<file path="config.mk">
export PLATFORM = sky130hd
export DESIGN_NAME = match_bit_vector_engine
export DESIGN_NICKNAME = d
export VERILOG_FILES = /design/src/rtl/mbve_pkg.sv /design/src/rtl/mbve_byte_unit.sv /design/src/rtl/match_bit_vector_engine.sv
export SDC_FILE = /design/constraint.sdc
export NUM_CORES = 1
export LEC_CHECK = 0
export ABC_CLOCK_PERIOD_IN_PS = 9000
export BUFFER_PORTS_ARGS = -buffer_cell sky130_fd_sc_hd__buf_2
export CAP_MARGIN = 20
export CORE_MARGIN = 4
export CORE_UTILIZATION = 62
export CTS_CLUSTER_SIZE = 16
export DETAILED_ROUTE_END_ITERATION = 16
export PLACE_DENSITY = 0.78
export SYNTH_ARGS = -nofsm -noshare
export SYNTH_HDL_FRONTEND = slang
export SYNTH_HIERARCHICAL = 1
export SYNTH_SLANG_ARGS = --single-unit
</file>
<file path="constraint.sdc">
create_clock -name clk -period 9 [get_ports clk]
set_input_delay 0.9 -clock clk [delete_from_list [all_inputs] [get_ports clk]]
set_output_delay 0.9 -clock clk [all_outputs]
set_load 0.1 [all_outputs]
</file>
<file path="src/rtl/mbve_pkg.sv">
// ----------------------------------------------------------------------------
// mbve_pkg - shared types and constants
// Command codes, field widths and the per-byte control struct.
// ----------------------------------------------------------------------------
package mbve_pkg;

  localparam int CMD_W            = 2;
  localparam int IDX_W            = 10;
  localparam int BYTE_IDX_W       = IDX_W - 3;
  localparam int VECTOR_BYTES_DEF = 32;

  localparam logic [CMD_W-1:0] CMD_TEST   = 2'd0;
  localparam logic [CMD_W-1:0] CMD_SET    = 2'd1;
  localparam logic [CMD_W-1:0] CMD_DELETE = 2'd2;

  // controls for the byte currently at the ring head
  typedef struct packed {
    logic is_target;   // byte holds the addressed bit
    logic past_target; // byte lies above the addressed byte
    logic do_set;
    logic do_delete;
  } byte_ctl_t;

endpackage

</file>
<file path="src/rtl/mbve_byte_unit.sv">
// ----------------------------------------------------------------------------
// mbve_byte_unit - one-byte update and scan step
// Applies set or delete-shift to one byte and finds its lowest set bit.
// ----------------------------------------------------------------------------
module mbve_byte_unit
  import mbve_pkg::*;
(
  input  byte_ctl_t  ctl,
  input  logic [7:0] head_byte,
  input  logic       next_lsb,
  input  logic [2:0] bit_pos,
  output logic [7:0] new_byte,
  output logic       old_bit,
  output logic       nonzero,
  output logic [2:0] low_pos
);

  logic [7:0] shifted;
  logic [7:0] mask;

  assign shifted = {next_lsb, head_byte[7:1]};
  assign mask    = 8'(1) << bit_pos;
  assign old_bit = ctl.is_target & head_byte[bit_pos];

  always_comb begin
    new_byte = head_byte;
    if (ctl.do_set && ctl.is_target) begin
      new_byte = head_byte | mask;
    end else if (ctl.do_delete && ctl.past_target) begin
      new_byte = shifted;
    end else if (ctl.do_delete && ctl.is_target) begin
      for (int j = 0; j < 8; j++) begin
        new_byte[j] = (3'(j) < bit_pos) ? head_byte[j] : shifted[j];
      end
    end
  end

  assign nonzero = |new_byte;

  always_comb begin
    low_pos = 3'd0;
    for (int j = 7; j >= 0; j--) begin
      if (new_byte[j]) begin
        low_pos = 3'(j);
      end
    end
  end

endmodule

</file>
<file path="src/rtl/match_bit_vector_engine.sv">
// ----------------------------------------------------------------------------
// match_bit_vector_engine - rule-match bit vector with find-first-set
// Test, set or delete-and-shift one bit, then report the lowest set bit.
// ----------------------------------------------------------------------------
// Usage:
//   A command transfers at a rising edge with start high and busy low:
//   in_command (test, set, delete; code 3 acts as a test) and in_bit_index.
//   The vector is held as a ring of VECTOR_BYTES bytes. Each command makes
//   one full rotation of the ring, one byte per cycle, and busy stays high
//   until the last byte has been handled. During the pass each byte is updated
//   (set, or delete with the next byte's LSB shifted in) and scanned for the
//   lowest set bit.
//   The result shows for exactly one cycle with out_valid high, in the cycle
//   after the last byte; busy is already low then, so a new command may
//   transfer in that same cycle. A new command is not accepted while busy is
//   high, so each command finishes its pass before the next one starts.
//   The receiver cannot stall: a result must be taken when out_valid is high.
//   An index at or above 8*VECTOR_BYTES leaves the vector unchanged and is
//   flagged by out_index_valid low.
//   Synchronous reset (rst_n low) clears the whole vector and the control
//   state; the block is idle after reset.
// ----------------------------------------------------------------------------
module match_bit_vector_engine
  import mbve_pkg::*;
#(
  parameter int VECTOR_BYTES = VECTOR_BYTES_DEF
) (
  input  logic             clk,
  input  logic             rst_n,
  input  logic             start,
  output logic             busy,
  input  logic [CMD_W-1:0] in_command,
  input  logic [IDX_W-1:0] in_bit_index,
  output logic             out_valid,
  output logic             out_bit_was_set,
  output logic             out_index_valid,
  output logic             out_first_found,
  output logic [IDX_W-1:0] out_first_index,
  output logic             out_vector_empty
);

  localparam int NUM_BITS = 8 * VECTOR_BYTES;
  localparam int CNT_W    = (VECTOR_BYTES > 1) ? $clog2(VECTOR_BYTES) : 1;
  localparam logic [CNT_W-1:0] LAST_BYTE = CNT_W'(VECTOR_BYTES - 1);

  localparam logic ST_IDLE = 1'b0;
  localparam logic ST_RUN  = 1'b1;

  logic             state_r, state_nxt;
  logic [CNT_W-1:0] cnt_r, cnt_nxt;
  logic [7:0]       ring_r [VECTOR_BYTES];

  // latched command
  logic [CMD_W-1:0] cmd_r;
  logic [IDX_W-1:0] idx_r;
  logic             valid_r;

  // running results of the pass
  logic             was_r, was_nxt;
  logic             found_r, found_nxt;
  logic [IDX_W-1:0] first_r, first_nxt;

  // output registers
  logic             out_valid_r;
  logic             out_was_r;
  logic             out_ivalid_r;
  logic             out_found_r;
  logic [IDX_W-1:0] out_first_r;

  logic             accept;
  logic             last_cycle;
  logic             next_lsb;
  byte_ctl_t        ctl;
  logic [7:0]       new_byte;
  logic             old_bit;
  logic             nonzero;
  logic [2:0]       low_pos;
  logic [BYTE_IDX_W-1:0] cur_byte;

  assign busy       = (state_r == ST_RUN);
  assign accept     = start && !busy;
  assign last_cycle = busy && (cnt_r == LAST_BYTE);
  assign cur_byte   = BYTE_IDX_W'(cnt_r);

  // LSB of the byte above the head; the top byte gets a zero shifted in
  generate
    if (VECTOR_BYTES > 1) begin : g_next
      assign next_lsb = (cnt_r == LAST_BYTE) ? 1'b0 : ring_r[1][0];
    end else begin : g_single
      assign next_lsb = 1'b0;
    end
  endgenerate

  always_comb begin
    ctl.is_target   = valid_r && (cur_byte == idx_r[IDX_W-1:3]);
    ctl.past_target = valid_r && (cur_byte >  idx_r[IDX_W-1:3]);
    ctl.do_set      = (cmd_r == CMD_SET);
    ctl.do_delete   = (cmd_r == CMD_DELETE);
  end

  mbve_byte_unit u_byte (
    .ctl       (ctl),
    .head_byte (ring_r[0]),
    .next_lsb  (next_lsb),
    .bit_pos   (idx_r[2:0]),
    .new_byte  (new_byte),
    .old_bit   (old_bit),
    .nonzero   (nonzero),
    .low_pos   (low_pos)
  );

  always_comb begin
    state_nxt = state_r;
    cnt_nxt   = cnt_r;
    was_nxt   = was_r;
    found_nxt = found_r;
    first_nxt = first_r;
    case (state_r)
      ST_IDLE: begin
        if (start) begin
          state_nxt = ST_RUN;
          cnt_nxt   = '0;
          was_nxt   = 1'b0;
          found_nxt = 1'b0;
          first_nxt = '0;
        end
      end
      ST_RUN: begin
        cnt_nxt = cnt_r + CNT_W'(1);
        was_nxt = was_r | old_bit;
        if (!found_r && nonzero) begin
          found_nxt = 1'b1;
          first_nxt = {cur_byte, low_pos};
        end
        if (last_cycle) begin
          state_nxt = ST_IDLE;
        end
      end
      default: state_nxt = ST_IDLE;
    endcase
  end

  always_ff @(posedge clk) begin
    if (!rst_n) begin
      state_r     <= ST_IDLE;
      cnt_r       <= '0;
      out_valid_r <= 1'b0;
      for (int i = 0; i < VECTOR_BYTES; i++) begin
        ring_r[i] <= 8'd0;
      end
    end else begin
      state_r     <= state_nxt;
      cnt_r       <= cnt_nxt;
      out_valid_r <= last_cycle;
      if (busy) begin
        for (int i = 0; i < VECTOR_BYTES - 1; i++) begin
          ring_r[i] <= ring_r[i+1];
        end
        ring_r[VECTOR_BYTES-1] <= new_byte;
      end
    end
  end

  // payload registers
  always_ff @(posedge clk) begin
    was_r   <= was_nxt;
    found_r <= found_nxt;
    first_r <= first_nxt;
    if (accept) begin
      cmd_r   <= in_command;
      idx_r   <= in_bit_index;
      valid_r <= ({1'b0, in_bit_index} < (IDX_W+1)'(NUM_BITS));
    end
    if (last_cycle) begin
      out_was_r    <= was_nxt;
      out_ivalid_r <= valid_r;
      out_found_r  <= found_nxt;
      out_first_r  <= first_nxt;
    end
  end

  assign out_valid        = out_valid_r;
  assign out_bit_was_set  = out_was_r;
  assign out_index_valid  = out_ivalid_r;
  assign out_first_found  = out_found_r;
  assign out_first_index  = out_first_r;
  assign out_vector_empty = !out_found_r;

`ifndef SYNTH
  a_strobe_single: assert property (@(posedge clk) disable iff (!rst_n)
    out_valid |=> !out_valid)
    else $error("result strobe longer than one cycle");

  a_accept_busy: assert property (@(posedge clk) disable iff (!rst_n)
    (start && !busy) |=> busy)
    else $error("command transfer did not start a pass");

  a_strobe_after_pass: assert property (@(posedge clk) disable iff (!rst_n)
    out_valid |-> ($past(busy) && !busy))
    else $error("result without a finished pass");

  a_invalid_clear: assert property (@(posedge clk) disable iff (!rst_n)
    (out_valid && !out_index_valid) |-> !out_bit_was_set)
    else $error("out-of-range index reported a set bit");

  a_first_in_range: assert property (@(posedge clk) disable iff (!rst_n)
    (out_valid && out_first_found) |-> ({1'b0, out_first_index} < (IDX_W+1)'(NUM_BITS)))
    else $error("lowest set bit beyond vector");
`endif

endmodule
</file>
# ---- After elaboration in Yosys (flattened, before gate mapping)
# Memory sizes are Yosys's and may differ from the RTL's.
# Cells that the tools add are included.
dict set report word_totals {
  ramBits 256
  latch_bits 0
  out_inout_bits 16
  n_memories 1
  register_bits 45
  elab_cells 151
  rom_bits 0
}
# memory words width read_ports rd_clocked_by_memory_dff write_ports line
set memory_table {}
lappend memory_table {ring_r 32 8 32 0 32 match_bit_vector_engine.sv:51} ;# logic [7:0] ring_r [VECTOR_BYTES];
dict set report op_classes {
  n_shift 1
  n_addsub 1
  magnitude_cmp 11
  n_bitwise 36
  multipliers 0
  muxes 71
  div_mod_pow 0
  reduce_logical 12
  n_eq_ne 5
}
# cell count
set ops {}
lappend ops {{8-bit 2-to-1 mux} 35}
lappend ops {{1-bit OR} 33}
lappend ops {{3-bit 2-to-1 mux} 8}
lappend ops {{10-bit 2-to-1 mux} 2}
lappend ops {{10-bit one-hot mux with 2 select lines} 1}
lappend ops {{1-bit 2-to-1 mux} 19}
lappend ops {{3-bit less-than comparator (first input constant)} 4}
lappend ops {{10-bit by 9-bit less-than comparator with 1-bit output (second input constant)} 1}
lappend ops {{5-bit one-hot mux with 2 select lines} 1}
lappend ops {{1-bit logical AND} 8}
lappend ops {{8-bit OR} 1}
lappend ops {{8-bit OR reduction} 1}
lappend ops {{1-bit by 3-bit << shifter with 8-bit output (first input constant)} 1}
lappend ops {{5-bit by 7-bit == test with 1-bit output} 1}
lappend ops {{5-bit by 7-bit greater-than comparator with 1-bit output} 1}
lappend ops {{1-bit by 3-bit less-than comparator with 1-bit output (first input constant)} 2}
lappend ops {{2-bit by 3-bit less-than comparator with 1-bit output (first input constant)} 2}
lappend ops {{1-bit one-hot mux with 2 select lines} 3}
lappend ops {{5-bit by 1-bit adder with 5-bit output (second input constant)} 1}
lappend ops {{5-bit == test (second input constant)} 1}
lappend ops {{5-bit 2-to-1 mux} 1}
lappend ops {{3-bit by 4-bit less-than comparator with 1-bit output (second input constant)} 1}
lappend ops {{1-bit binary-select mux with 3-bit select} 1}
lappend ops {{1-bit logical NOT} 3}
lappend ops {{5 further kinds} 5}

# ---- Depth between registers and ports, before layout
# Gate-level depths: netlist of run 1.
dict set report logic_depth {
  ltp_word 16
  depth_mapped 16
  mapped_depth_nobuf 14
}

# ---- Hierarchy
# Netlist of run 1, hierarchy kept.
# module seq_area_each_um2 area_each_um2 cells_each instances
set by_module_without_submodules {}
lappend by_module_without_submodules {match_bit_vector_engine 8848.5 11229.5 686 1}
lappend by_module_without_submodules {mbve_byte_unit 0.0 543.0 67 1}

# ---- Worst setup path after synthesis of run 1
# No wires, ideal clock.
dict set report synth_path {
  path_type {flip-flop to flip-flop}
  start {register state_r (netlist: busy)}
  end {memory ring_r[0][0], enable pin}
  slack_ns 0.682
  stages_incl_launch_ff 4
  t_arrival_ns 7.653
  setup_time_ns 0.665
  synth_period_minus_slack_ns 8.318
  required_ns 8.335
  n_path_buf 2
  cell_sequence {dfxtp_1 buf_2 buf_2 nand2b_1}
}
# item line
set synth_lines {}
lappend synth_lines {{start, declared} match_bit_vector_engine.sv:49} ;# logic state_r, state_nxt;
lappend synth_lines {{start signal, assigned} match_bit_vector_engine.sv:152} ;# state_r <= state_nxt;
lappend synth_lines {{end, declared} match_bit_vector_engine.sv:51}

==> metrics.txt, run 1 <==
via count=5914; placer congestion estimate=0.951; clk root buf=clkbuf_16; most frequent cells in the layout=edfxtp_1, and3_1, and2_1, clkbuf_16, buf_2; die height=146 um; TNS Setup=0 ns; wire length per cell=18.1 um; Ports=31; crit path capture type=register; first-pass GRT wire length=30600 um; Tmin final=3.98 ns; Arr. time, crit path=4.27 ns; routing usage on met3=3.52%; cell taking the most area after synthesis=edfxtp_1; post-route ant nets=0; combinational power share=4.5%; Startpoint Class=register; Top delay family on crit path=compound AO/OA/AOI/OAI gates; commonest non-fill, non-tap cell in the layout=edfxtp_1; Worst Path Buf+Inv=2; vias in the first global route=5959; peak supply drop=0.211 mV; total CTS buffers=29; synth top area cells=edfxtp_1, and3_1, and2_1; drt total wl=18500 um; worst min-delay path class=register to register; Post-CTS Repair Setup Buffers=0; sequential area share after synthesis=75.2%; post-synth top area share=71.9%; DR vias/cell=5.79; CP cell instances=inv_1 -> ha_1 -> nand2_1 -> o211ai_1 -> a31oi_1 -> nand2b_1 -> o221a_2 -> mux2i_1 -> inv_2 -> nor4_4 -> nand3b_1 -> nand2b_4 -> mux2_1 -> a22o_1; number of port buffers=30; fin worst setup slack=5.02 ns; drc violations=0; Finish-stage setup viols=0; syn nets=775; CP Class=register to register; met2 track demand over resource=26.4%; area added between synthesis and finish=10.8%; min-delay src=first_r[8]; clk buf depth=3; post-synthesis cell type count=50; Max transition margin=32.1%; Clk pwr share=40.0%; Clock transition at path regs=0.06 ns; slew at the pin closest to its max-slew limit=1.02 ns; net load switching power=0.615 mW; cell-internal power=2.40 mW; final worst-path cycle share=44.2%; maximum clock rate=0.251 GHz; Max-cap violations=0; DRT iter0 DRCs=570; Pwr Total=3.01 mW; Worst Path Required=9.29 ns; switching portion of total power=20.4%; fin. max-slew vios=0; Inserted Diodes=0; PD cells=231 nW/um2; flop-to-flop setup slack=5.02 ns; layout cell share with drive strength beyond 1=12.7%; Flop pwr share=55.5%; Yosys reg bits=301; slowest cell on the critical path=a31oi_1; largest net degree at the start of global routing=176; die footprint=21300 um2; GRT overflow=0; busiest grt layer=met2; Row Count=50; Core Region=18700 um2; R2R Path Start=cnt_r[0]; Max FO, Critical Path=9; final-stage net count=788; Leak Pwr=5.46 nW; # hold bufs at CTS=0; number of H-tree levels=1; number of detailed-route iterations in the first pass=5; Tot GR Track Use=17.5%; synth warn=6; post-CTS sizing=0; met1 Use GR=26.2%; CTS sink count=301; Starting Density=62.9%; initial antenna violation count=0; Post-synth ARST share=0%; RSZ-0062 raised after global routing=no; die width=146 um; CP startpoint=cnt_r[0]; dominant synthesized flop cell=edfxtp_1; Syn Area/Cell=15.6 um2; worst-skew pair later-pin latency=0.55 ns; Cells after Synth=753; post-DP HPWL=9940 um; number of enable flip-flop cells after synthesis=282; largest stage delay on the critical path=0.60 ns; clock skew=0.0104 ns; Post-Syn Area=11800 um2; final hold viol count=0; outcome=complete, no violations; Setup WS pre-CTS=5.11 ns; CTS tree=yes
## registers in the layout (all words and copies together) (netlist names)
signal and cells:
valid_r 1, cnt_r 5, idx_r 10, busy 1, cmd_r 2, out_first_found 1, out_index_valid 1, out_bit_was_set 1
was_r 1, first_r 10, found_r 1, ring_r 256, out_first_index 10, out_valid 1
## layer usage
metal | vias up | wire (um) | share of wire [%]
met5 | - | 0 | 0
li1 | 2811 | - | -
met3 | 41 | 767 | 4.1
met4 | 0 | 437 | 2.4
met2 | 124 | 8620 | 47
met1 | 2938 | 8710 | 47
## cell type report
type,instances,area [um2]
Multi-Input combinational cell,382,2640
Clock buffer,34,744
Clock inverter,19,210
Timing Repair Buffer,36,250
Fill cell,1190,5660
Sequential cell,301,8850
Inverter,16,60.1
Tap cell,234,293
## worst reg2reg max path, stage by stage (launching register included)
cell      delay [ns]
dfxtp_1         0.45
inv_1           0.09
ha_1            0.31
nand2_1         0.09
o211ai_1        0.09
a31oi_1         0.60
nand2b_1        0.22
o221a_2         0.20
mux2i_1         0.27
inv_2           0.10
nor4_4          0.32
nand3b_1        0.20
nand2b_4        0.21
mux2_1          0.36
a22o_1          0.22
## final timing paths
kind,to,cells after the start
max reg2reg,out_first_index[0],14
max,out_first_index[0],14
min reg2reg,first_r[8],1
min,first_r[8],1
## power by group through the flow
stage	clock, mW	sequential (mW)	combinational (mW)
after floorplan	0	1.71	0.105
after global placement	0	1.70	0.128
after detailed placement	0	1.70	0.133
after CTS	1.23	1.67	0.135
after global routing	1.29	1.68	0.152
final	1.20	1.67	0.137
## metrics by stage
step / cells / area (um2) / util (%) / hold slack, ns
after detailed placement: 966 / 12000 / 64.3 / 0.442
after global routing: 1022 / 13000 / 69.8 / 0.475
after floorplan: 753 / 11800 / - / 0.424
after CTS: 1019 / 13000 / 69.4 / 0.462
after global placement: 966 / 12000 / 64.3 / 0.437
final: 1022 / 13000 / 69.8 / 0.453
## cell usage after synthesis, types with 2 or more instances
| master | n |
|---|---|
| clkbuf_1 | 43 |
| buf_6 | 2 |
| a31oi_1 | 5 |
| mux2_2 | 3 |
| nor3b_1 | 4 |
| dfxtp_1 | 19 |
| inv_2 | 2 |
| mux4_2 | 2 |
| nand2b_1 | 2 |
| edfxtp_1 | 282 |
| o21bai_1 | 2 |
| and2_1 | 117 |
| nand4_1 | 4 |
| buf_2 | 6 |
| o21ai_0 | 9 |
| nand3_1 | 2 |
| nor2_1 | 5 |
| nor2b_1 | 12 |
| mux2i_1 | 6 |
| mux2_1 | 6 |
| a22o_1 | 8 |
| and3_1 | 148 |
| a21oi_1 | 7 |
| a21boi_0 | 2 |
| o211ai_1 | 3 |
| nand2_1 | 6 |
| ha_1 | 7 |
| nand3b_1 | 3 |
| buf_4 | 2 |
| inv_1 | 14 |
## kinds of logic (layout without fill, tap and decap cells)
group           after synthesis  count (layout)  synth area share [%]
compound gates               45              45                  2.74
fa+ha+maj                     7               7                 0.744
buf+inv                      70             105                  2.50
flops                       301             301                  75.2
mux                          19              19                  2.07
simple gates                311             311                  16.8
(Power assumes the default switching activity.)
==> inputs of run 2 (changes only) <==
Settings changed: ABC_CLOCK_PERIOD_IN_PS 9000 to 3300, CORE_UTILIZATION 62 to 56, PLACE_DENSITY 0.78 to 0.75.
Clock period 9 ns to 3.3 ns, I/O delays scaled along.
==> metrics.txt, run 2 (synthesis gave the netlist of run 1 again) <==
outcome=finished with violations; failing checks=setup timing; Worst Reg-to-Reg Cells=14; Clock transition at path regs=0.06 ns; die height=153 um; Area after DPL=12300 um2; min-delay src=start; CP startpoint=idx_r[6]; CP Class=register to register; vias in the first global route=6017; GRT overflow=0; CTS sink count=301; Finish-stage setup viols=8; total CTS buffers=29; Layout Cells excl Fill=1101; crit path capture type=register; post-route ant nets=0; Max FO, Critical Path=8; first-pass GRT wire length=31600 um; worst min-delay path class=input pin to register; wire length per cell=17.6 um; largest net degree at the start of global routing=148; peak supply drop=0.383 mV; Startpoint Class=register; number of port buffers=30; area added between synthesis and finish=15.4%; Arr. time, crit path=3.67 ns; CTS tree=yes; Largest register FFs=256; layout cell share with drive strength beyond 1=19.1%; drt total wl=19400 um; final-stage net count=830; maximum clock rate=0.295 GHz; final worst-path cycle share=103%; Max transition margin=35.1%; final hold viol count=0; Tot GR Track Use=16.2%; Tmin final=3.39 ns; clk root buf=clkbuf_16; fin worst setup slack=-0.0868 ns; clk buf depth=3; Post-Place Cells=1025; RSZ-0062 raised after global routing=yes; die width=153 um; DRT iter0 DRCs=509; DR vias/cell=5.59; flop-to-flop setup slack=-0.09 ns; CP endpoint=out_first_index[4]; Leak Pwr=5.67 nW; commonest non-fill, non-tap cell in the layout=edfxtp_1; initial antenna violation count=1; Ports=31; die footprint=23400 um2; most frequent cells in the layout=edfxtp_1, and3_1, and2_1, buf_4; Row Count=52; Worst Path Required=3.58 ns; R2R Path Start=idx_r[6]; slew at the pin closest to its max-slew limit=0.974 ns; fin. max-slew vios=0; via count=6152; Inserted Diodes=0; drc violations=0; final instance area=13600 um2; clock skew=0.0108 ns; worst r2r dst=out_first_index[4]; placer congestion estimate=0.850; number of detailed-route iterations in the first pass=5; Core Region=20400 um2; post-DP HPWL=10500 um; Layout fillers=1390; Post-Route Utilization=66.5%; Max-cap violations=0; number of H-tree levels=1; PD cells=608 nW/um2; Starting Density=57.6%; worst-skew pair later-pin latency=0.54 ns; Biggest register=ring_r
[run 2: cell count changes in the layout (fill, tap and decap cells not counted), moves of 2 or more]
cell           before  now
clkinv_2            7    9
clkinv_1            5    1
mux2_1              6    3
mux2i_2             0    2
buf_4               4   34
ha_4                0    5
ha_1                7    2
mux2_4              1    5
mux2i_1             6    4
buf_16              2    0
dlygate4sd3_1       0   12
clkbuf_8            0    4
[run 2: report_power, final]
group          leakage (nW)  switching [mW]  total [mW]  internal, mW
logic                  2.03           0.257       0.422         0.165
registers              3.16          0.0880        4.56          4.47
clock network         0.476            1.35        3.29          1.94
total                  5.67            1.69        8.27          6.58
[run 2: how the worst min path moves through the flow]
stage / endpoint / cells past startpoint / slack, ns
detailed placement: first_r[9] / 1 / 0.44
finish: was_r / 2 / 0.17
global route: was_r / 2 / 0.16
floorplan: first_r[8] / 1 / 0.42
global placement: first_r[8] / 1 / 0.44
CTS: was_r / 2 / 0.14
[run 2: critical path: stages (launching register included)]
cell      delay [ns]
edfxtp_1        0.32
inv_1           0.07
ha_4            0.29
nand3_2         0.12
o211ai_1        0.31
a31oi_4         0.09
buf_6           0.17
o21ai_4         0.16
mux2i_2         0.29
inv_2           0.09
nor4_4          0.30
nand3b_1        0.18
nand2b_4        0.19
mux2_2          0.35
a22o_1          0.21
[run 2: metrics by stage]
step | hold WS [ns] | setup TNS, ns | setup WS [ns] | power, mW
3_3_place_gp | 0.437 | -0.934 | -0.137 | 4.99
3_5_place_dp | 0.445 | -3.66 | -0.299 | 5.02
5_1_grt | 0.164 | -1.91 | -0.211 | 8.58
4_1_cts | 0.138 | 0 | 0.00519 | 8.32
2_1_floorplan | 0.424 | 0 | 0.0176 | 4.90
6_report | 0.165 | -0.467 | -0.0868 | 8.27
[run 2: per-layer routing]
| metal | track usage, % | up-vias | part of all wire, % |
|---|---|---|---|
| met5 | 0 | - | 0.067 |
| met4 | 4.29 | 2 | 1.8 |
| met2 | 24.3 | 161 | 46 |
| met3 | 4.35 | 37 | 6.7 |
| li1 | - | 2894 | - |
| met1 | 23.9 | 3058 | 45 |
[run 2: cell type report]
class / count / area [um2] / area share, %
flip-flops and latches: 301 / 8850 / 65.2
clock buffers: 38 / 800 / 5.88
multi-input cells: 383 / 2820 / 20.8
well taps: 270 / 338 / 2.49
clock inverters: 16 / 163 / 1.20
repair buffers: 77 / 552 / 4.06
inverters: 16 / 60.1 / 0.442
[run 2: what timing repair did]
| action | 4_1_cts | 5_1_grt |
|---|---|---|
| setup endpoints to repair | 19 | 17 |
| resized for setup | 21 | 9 |
| gates cloned | 1 | 0 |
| endpoints found under the hold margin | 12 | 0 |
| buffers inserted | 4 | 4 |
| pin swaps | 9 | 5 |
| hold buffers | 12 | 0 |
